===== src/rtl/core/ptsel_pkg.sv =====
// Shared constants and codes for the pt track selector.
package ptsel_pkg;

    localparam int MAX_TRACKS_DEF     = 256;
    localparam int TOP_PER_CHARGE_DEF = 2;
    localparam int TOP_ANY_DEF        = 4;

    localparam int PT_W   = 16;
    localparam int CHG_W  = 2;
    localparam int IDX_W  = 8;
    localparam int PCNT_W = 2;
    localparam int ACNT_W = 3;

    localparam int CHG_REP = 2;
    localparam int ANY_REP = 4;

    localparam int S_DATA_W = 24;
    localparam int M_DATA_W = 72;

    localparam logic [CHG_W-1:0] CHG_POS = 2'b01;
    localparam logic [CHG_W-1:0] CHG_NEG = 2'b11;

endpackage


===== src/rtl/core/top_pt_track_selector.sv =====
// Top level: streaming top-k track selector by pt and charge.
//
//  channel  | dir | fields
//  ---------+-----+--------------------------------------------------------------
//  s_axis   | in  | tdata: pt, charge; tlast: last (final track of the event)
//  m_axis   | out | tdata: 8 indices, pos/neg/any counts, one word per event
//
//  One word per cycle sustained while no last word waits on a stalled m_axis;
//  a word passes an input register, then the parallel compare/insert stage
//  that updates the ranked lists and, on a last word, loads the result register.
//  Reset (i_rst_n low, synchronous) empties all lists and the track counter.
//  A stalled m_axis only holds off input when a last word waits to report.
module top_pt_track_selector #(
    parameter int MAX_TRACKS     = ptsel_pkg::MAX_TRACKS_DEF,
    parameter int TOP_PER_CHARGE = ptsel_pkg::TOP_PER_CHARGE_DEF,
    parameter int TOP_ANY        = ptsel_pkg::TOP_ANY_DEF
) (
    input  logic                           i_clk,
    input  logic                           i_rst_n,
    input  logic                           s_axis_tvalid,
    output logic                           s_axis_tready,
    // [15:0] pt, [17:16] charge, [23:18] zero
    input  logic [ptsel_pkg::S_DATA_W-1:0] s_axis_tdata,
    input  logic                           s_axis_tlast,
    output logic                           m_axis_tvalid,
    input  logic                           m_axis_tready,
    // [7:0] pos_first, [15:8] pos_second, [23:16] neg_first, [31:24] neg_second,
    // [39:32] any_first, [47:40] any_second, [55:48] any_third,
    // [63:56] any_fourth, [65:64] pos_count, [67:66] neg_count,
    // [70:68] any_count, [71] zero
    output logic [ptsel_pkg::M_DATA_W-1:0] m_axis_tdata
);

    import ptsel_pkg::*;

    localparam int NUM_W   = $clog2(MAX_TRACKS + 1);
    localparam int POS_REP = (TOP_PER_CHARGE < CHG_REP) ? TOP_PER_CHARGE : CHG_REP;
    localparam int ANY_R   = (TOP_ANY < ANY_REP) ? TOP_ANY : ANY_REP;

    // input register
    logic              r_in_vld;
    logic [PT_W-1:0]   r_pt;
    logic [CHG_W-1:0]  r_chg;
    logic              r_last;

    logic [NUM_W-1:0]  r_num;

    logic [IDX_W-1:0]  r_pos_idx [TOP_PER_CHARGE];
    logic [PT_W-1:0]   r_pos_pt  [TOP_PER_CHARGE];
    logic [IDX_W-1:0]  r_neg_idx [TOP_PER_CHARGE];
    logic [PT_W-1:0]   r_neg_pt  [TOP_PER_CHARGE];
    logic [IDX_W-1:0]  r_any_idx [TOP_ANY];
    logic [PT_W-1:0]   r_any_pt  [TOP_ANY];

    logic [IDX_W-1:0]  n_pos_idx [TOP_PER_CHARGE];
    logic [PT_W-1:0]   n_pos_pt  [TOP_PER_CHARGE];
    logic [IDX_W-1:0]  n_neg_idx [TOP_PER_CHARGE];
    logic [PT_W-1:0]   n_neg_pt  [TOP_PER_CHARGE];
    logic [IDX_W-1:0]  n_any_idx [TOP_ANY];
    logic [PT_W-1:0]   n_any_pt  [TOP_ANY];

    logic                    r_out_vld;
    logic [M_DATA_W-1:0]     r_out_data;
    logic [M_DATA_W-1:0]     n_out_data;

    logic                    out_free;
    logic                    adv;
    logic                    in_range;
    logic                    take_pos;
    logic                    take_neg;
    logic                    take_any;
    logic [IDX_W-1:0]        cur_idx;
    logic [TOP_PER_CHARGE-1:0] pos_gt;
    logic [TOP_PER_CHARGE-1:0] neg_gt;
    logic [TOP_ANY-1:0]        any_gt;

    logic [IDX_W-1:0]  rep_pos [CHG_REP];
    logic [IDX_W-1:0]  rep_neg [CHG_REP];
    logic [IDX_W-1:0]  rep_any [ANY_REP];
    logic [PCNT_W-1:0] pos_cnt;
    logic [PCNT_W-1:0] neg_cnt;
    logic [ACNT_W-1:0] any_cnt;

    assign out_free      = !r_out_vld || m_axis_tready;
    assign adv           = r_in_vld && (!r_last || out_free);
    assign s_axis_tready = !r_in_vld || adv;
    assign m_axis_tvalid = r_out_vld;
    assign m_axis_tdata  = r_out_data;

    assign in_range = (r_num < NUM_W'(MAX_TRACKS));
    assign cur_idx  = IDX_W'(r_num);
    assign take_any = adv && in_range;
    assign take_pos = take_any && (r_chg == CHG_POS);
    assign take_neg = take_any && (r_chg == CHG_NEG);

    always_comb begin
        for (int k = 0; k < TOP_PER_CHARGE; k++) begin
            pos_gt[k] = r_pt > r_pos_pt[k];
            neg_gt[k] = r_pt > r_neg_pt[k];
        end
        for (int k = 0; k < TOP_ANY; k++) begin
            any_gt[k] = r_pt > r_any_pt[k];
        end
    end

    // lists stay sorted descending, so the compare vector is monotone
    always_comb begin
        n_pos_idx = r_pos_idx;
        n_pos_pt  = r_pos_pt;
        if (take_pos && pos_gt[0]) begin
            n_pos_idx[0] = cur_idx;
            n_pos_pt[0]  = r_pt;
        end
        for (int k = 1; k < TOP_PER_CHARGE; k++) begin
            if (take_pos && pos_gt[k]) begin
                if (pos_gt[k-1]) begin
                    n_pos_idx[k] = r_pos_idx[k-1];
                    n_pos_pt[k]  = r_pos_pt[k-1];
                end else begin
                    n_pos_idx[k] = cur_idx;
                    n_pos_pt[k]  = r_pt;
                end
            end
        end
    end

    always_comb begin
        n_neg_idx = r_neg_idx;
        n_neg_pt  = r_neg_pt;
        if (take_neg && neg_gt[0]) begin
            n_neg_idx[0] = cur_idx;
            n_neg_pt[0]  = r_pt;
        end
        for (int k = 1; k < TOP_PER_CHARGE; k++) begin
            if (take_neg && neg_gt[k]) begin
                if (neg_gt[k-1]) begin
                    n_neg_idx[k] = r_neg_idx[k-1];
                    n_neg_pt[k]  = r_neg_pt[k-1];
                end else begin
                    n_neg_idx[k] = cur_idx;
                    n_neg_pt[k]  = r_pt;
                end
            end
        end
    end

    always_comb begin
        n_any_idx = r_any_idx;
        n_any_pt  = r_any_pt;
        if (take_any && any_gt[0]) begin
            n_any_idx[0] = cur_idx;
            n_any_pt[0]  = r_pt;
        end
        for (int k = 1; k < TOP_ANY; k++) begin
            if (take_any && any_gt[k]) begin
                if (any_gt[k-1]) begin
                    n_any_idx[k] = r_any_idx[k-1];
                    n_any_pt[k]  = r_any_pt[k-1];
                end else begin
                    n_any_idx[k] = cur_idx;
                    n_any_pt[k]  = r_pt;
                end
            end
        end
    end

    // report: empty slot reads 0 and is not counted
    always_comb begin
        pos_cnt = '0;
        neg_cnt = '0;
        any_cnt = '0;
        for (int k = 0; k < CHG_REP; k++) begin
            rep_pos[k] = '0;
            rep_neg[k] = '0;
        end
        for (int k = 0; k < ANY_REP; k++) begin
            rep_any[k] = '0;
        end
        for (int k = 0; k < POS_REP; k++) begin
            if (n_pos_pt[k] != '0) begin
                rep_pos[k] = n_pos_idx[k];
                pos_cnt    = pos_cnt + PCNT_W'(1);
            end
            if (n_neg_pt[k] != '0) begin
                rep_neg[k] = n_neg_idx[k];
                neg_cnt    = neg_cnt + PCNT_W'(1);
            end
        end
        for (int k = 0; k < ANY_R; k++) begin
            if (n_any_pt[k] != '0) begin
                rep_any[k] = n_any_idx[k];
                any_cnt    = any_cnt + ACNT_W'(1);
            end
        end
        n_out_data = {1'b0, any_cnt, neg_cnt, pos_cnt,
                      rep_any[3], rep_any[2], rep_any[1], rep_any[0],
                      rep_neg[1], rep_neg[0], rep_pos[1], rep_pos[0]};
    end

    always_ff @(posedge i_clk) begin
        if (!i_rst_n) begin
            r_in_vld <= 1'b0;
        end else if (s_axis_tready) begin
            r_in_vld <= s_axis_tvalid;
        end
        if (s_axis_tready && s_axis_tvalid) begin
            r_pt   <= s_axis_tdata[PT_W-1:0];
            r_chg  <= s_axis_tdata[PT_W+CHG_W-1:PT_W];
            r_last <= s_axis_tlast;
        end
    end

    always_ff @(posedge i_clk) begin
        if (!i_rst_n || (adv && r_last)) begin
            r_num <= '0;
            for (int k = 0; k < TOP_PER_CHARGE; k++) begin
                r_pos_idx[k] <= '0;
                r_pos_pt[k]  <= '0;
                r_neg_idx[k] <= '0;
                r_neg_pt[k]  <= '0;
            end
            for (int k = 0; k < TOP_ANY; k++) begin
                r_any_idx[k] <= '0;
                r_any_pt[k]  <= '0;
            end
        end else begin
            if (take_any) begin
                r_num <= r_num + NUM_W'(1);
            end
            r_pos_idx <= n_pos_idx;
            r_pos_pt  <= n_pos_pt;
            r_neg_idx <= n_neg_idx;
            r_neg_pt  <= n_neg_pt;
            r_any_idx <= n_any_idx;
            r_any_pt  <= n_any_pt;
        end
    end

    always_ff @(posedge i_clk) begin
        if (!i_rst_n) begin
            r_out_vld <= 1'b0;
        end else if (adv && r_last) begin
            r_out_vld <= 1'b1;
        end else if (m_axis_tready) begin
            r_out_vld <= 1'b0;
        end
        if (adv && r_last) begin
            r_out_data <= n_out_data;
        end
    end

endmodule


===== config.mk =====
export PLATFORM = sky130hd
export DESIGN_NAME = top_pt_track_selector
export DESIGN_NICKNAME = d
export VERILOG_FILES = /design/src/rtl/core/ptsel_pkg.sv /design/src/rtl/core/top_pt_track_selector.sv
export SDC_FILE = /design/constraint.sdc
export NUM_CORES = 1
export LEC_CHECK = 0
export BUFFER_PORTS_ARGS = -buffer_cell sky130_fd_sc_hd__buf_4
export CAP_MARGIN = 20
export CORE_MARGIN = 4
export CORE_UTILIZATION = 66
export CTS_CLUSTER_DIAMETER = 100
export DETAILED_ROUTE_END_ITERATION = 10
export PLACE_DENSITY = 0.84
export SLEW_MARGIN = 30
export SYNTH_ARGS = -nofsm -noshare
export SYNTH_HDL_FRONTEND = slang
export SYNTH_SLANG_ARGS = --single-unit
export TNS_END_PERCENT = 5

===== constraint.sdc =====
create_clock -name i_clk -period 12 [get_ports i_clk]
set_clock_uncertainty 0.15 [all_clocks]
set_input_delay 0.6 -clock i_clk [delete_from_list [all_inputs] [get_ports i_clk]]
set_output_delay 0.6 -clock i_clk [all_outputs]
set_load 0.1 [all_outputs]

==> impl_metrics.yaml <==
critical_path:
  worstSetupStartpoint: "r_pt[0]$_DFFE_PP_"
  r2r-start: "r_pt[0]$_DFFE_PP_"
  crit_path_top_delay_cell: "mux2i_2"
  critPathBufInv: 2
  cp-start-kind: "flop"
  cp_max_fo: 26
  crit_path_frequent_cell: "ha_1"
  cp-end-kind: "flop"
  reg2reg_depth: 14
  crit_chain: "inv_1 -> ha_1 -> nand4_1 -> nor4_1 -> or2_2 -> nand2_1 -> nand2_2 -> mux2i_2 -> inv_1 -> ha_1 -> xnor2_1 -> ha_1 -> nand2_1 -> o31ai_1"
  crit_cells: 14
  max_stage_delay_ns: 0.67
  worstPathArrival_ns: 5.71
  critPathRequiredTime_ns: 12.15
  cp_top_family: "simple AND/OR/NAND/NOR gates"
  worst-setup-path-type: "flop to flop"
synthesis:
  async_flop_share: 0
  ys_ff_latch: 293
  synth_cell_types: 72
  yosysSeqAreaShare: 0.430
  synth_nets: 1877
  synth_edf_count: 90
  syn-instance-count: 1717
  syn_area_per_cell_um2: 9.15
  ys.warnings.count: 0
  synthesis.area_um2: 15700
  synth_flop_cell: "dfxtp_1"
die:
  initial_core_util: 0.670
  die_w_um: 162
  rows: 56
  boundaryPins: 103
  die_area_um2: 26300
  core-area_um2: 23500
  die_h_um: 162
timing:
  hold_violations: 0
  finalCritPeriodShare: 0.464
  tightest_slew_ns: 0.886
  rsz0062_at_grt: "no"
  period_needed_ns: 5.57
  slew_viol_final: 0
  slew_headroom: 0.410
  fmax_mhz: 180
  setup_viol: 0
  fin_tns_setup_ns: 0
  timing.final.ws_setup_ns: 6.43
clock_network:
  h-tree-depth: 1
  hold_buffers: 0
  cts.sinks: 293
  clk_pin_slew_ns: 0.06
  clkLatencyLatePin_ns: 0.56
  cts_resized: 0
  cts_tree: "yes"
  cts_buffers: 30
  clockBufferDepth: 3
  post_cts_buffers: 0
  root_buffer: "clkbuf_16"
detailed_routing:
  wl_um: 40700
  vias: 13100
  drc: 0
  drt_iter0_drc: 1264
  vias_per_cell: 6.21
  ant_nets: 0
  wl_per_cell_um: 19.3
  firstDrtPassIters: 5
placement:
  dpl_worst_slack_ns: 6.07
  gp_congestion: 0.924
  dpl.hpwl_um: 26400
  io_buffers: 95
grt:
  grtUsageTotal: 0.301
  grt_pass1_wl_um: 64600
  antenna_found_initial: 0
  grt_pass1_vias: 12700
  grt_max_degree: 78
  overflow: 0
run:
  max_cap_viol_count: 0
final_layout:
  n_fill_cell: 1594
  multi_input_comb_area_um2: 8060
  area_growth_pct: 12.8
  antenna_cells: 0
  nets: 1928
  regArea_um2: 6770
  drive_gt1_frac: 0.118
power_and_ir_drop:
  peakVddDrop_v: 0.000160
  p_leak_nw: 6.79
  powerDensity_nw_per_um2: 139
status:
  outcome: "completed"
hold_path:
  hp-class: "input pin to flop"
  min_path_cells: 1
  hp-start: "s_axis_tdata[0]"
==> metrics by stage <==
step                 util  area [µm²]  std cells  power [mW]  hold slack, ns
floorplan               -       15700       1717        1.42           0.278
detailed placement  0.710       16700       2054        1.53           0.310
finish              0.755       17700       2111        2.47          0.0625
global route        0.755       17700       2111        2.56          0.0505
CTS                 0.753       17700       2110        2.47          0.0493
global placement    0.710       16700       2054        1.51           0.305
==> cells in the mapped netlist (all sizes together) (5+ instances only) <==
library cell / instances / area share
a211oi: 55 / 0.026
a21o: 8 / 0.0038
a21oi: 134 / 0.043
a221oi: 5 / 0.0032
a31oi: 21 / 0.0084
and2: 65 / 0.026
and2b: 5 / 0.0024
and4: 5 / 0.0028
buf: 40 / 0.015
clkbuf: 68 / 0.016
dfxtp: 203 / 0.26
edfxtp: 90 / 0.17
ha: 131 / 0.10
inv: 133 / 0.032
mux2: 7 / 0.0050
mux2i: 143 / 0.091
nand2: 91 / 0.022
nand3: 33 / 0.011
nand4: 33 / 0.013
nor2: 248 / 0.059
nor2b: 17 / 0.0068
nor3: 13 / 0.0041
nor4: 31 / 0.013
o211ai: 7 / 0.0033
o21ai: 67 / 0.022
o31ai: 5 / 0.0027
xnor2: 5 / 0.0028
xor2: 5 / 0.0028
==> sequential cells by signal, summed over array words and instances (netlist names) <==
| signal | count |
|---|---|
| m_axis_tdata | 71 |
| m_axis_tvalid | 1 |
| r_any_idx | 32 |
| r_any_pt | 64 |
| r_chg | 2 |
| r_in_vld | 1 |
| r_last | 1 |
| r_neg_idx | 16 |
| r_neg_pt | 32 |
| r_num | 9 |
| r_pos_idx | 16 |
| r_pos_pt | 32 |
| r_pt | 16 |
==> kinds of logic after synthesis <==
group                      after synthesis  synth area share
AOI/OAI and AO/OA                      330             0.131
adders and majority gates              131             0.104
xor gates and xnor gates                10           0.00557
other                                    1          0.000239
and+or+nand+nor                        561             0.169
muxes                                  150            0.0963
DFF                                    293             0.430
buffers and inverters                  241            0.0632
==> final cells by class <==
type	count	area share
sequential	293	0.382
clock inverter	12	0.00699
inverter	133	0.0282
clock buffer	44	0.0510
tap	319	0.0225
timing repair buffer	127	0.0549
multi-input combinational	1183	0.455
==> routing by layer <==
layer / global-route usage / wire length, µm / vias to the layer above
met5: 0 / 0 / -
met4: 0.126 / 1720 / 0
met3: 0.0426 / 3010 / 149
met2: 0.512 / 19800 / 591
met1: 0.385 / 16100 / 6237
li1: - / - / 6141
==> layout by cell type, fill, tap and decap left out, types with 4 or more instances in the layout <==
master | netlist | routed
nor2_1 | 247 | 246
dfxtp_1 | 203 | 203
mux2i_1 | 142 | 141
inv_1 | 133 | 133
a21oi_1 | 132 | 132
ha_1 | 131 | 131
buf_4 | 9 | 126
nand2_1 | 91 | 90
edfxtp_1 | 90 | 90
o21ai_0 | 62 | 62
and2_1 | 62 | 62
a211oi_1 | 55 | 55
nand4_1 | 33 | 33
nand3_1 | 32 | 32
clkbuf_16 | 0 | 31
nor4_1 | 30 | 30
a31oi_1 | 21 | 19
nor2b_1 | 17 | 16
nor3_1 | 13 | 12
a21o_1 | 8 | 8
clkbuf_8 | 0 | 8
clkinv_2 | 0 | 8
o211ai_1 | 7 | 7
mux2_2 | 6 | 6
and4_1 | 5 | 5
xnor2_1 | 5 | 5
xor2_1 | 5 | 5
and2b_1 | 5 | 5
clkbuf_1 | 68 | 5
a221oi_1 | 4 | 4
or3_1 | 4 | 4
and3_1 | 4 | 4
o31ai_1 | 4 | 4
==> path summary, 6_finish.rpt <==
kind                            slack [ns]                          to
worst max register to register        6.43  m_axis_tdata[69]$_DFFE_PP_
worst min-delay path                  0.06           r_pt[0]$_DFFE_PP_
worst max-delay path                  6.43  m_axis_tdata[69]$_DFFE_PP_
worst min register to register        0.32       r_num[8]$_SDFFE_PP0P_
==> report_power, final <==
group	switching [mW]	internal [mW]	total (mW)
Combinational	0.295	0.144	0.439
Clock	0.390	0.564	0.954
Sequential	0.0242	1.06	1.08
Total	0.709	1.76	2.47
(Power assumes the default switching activity.)
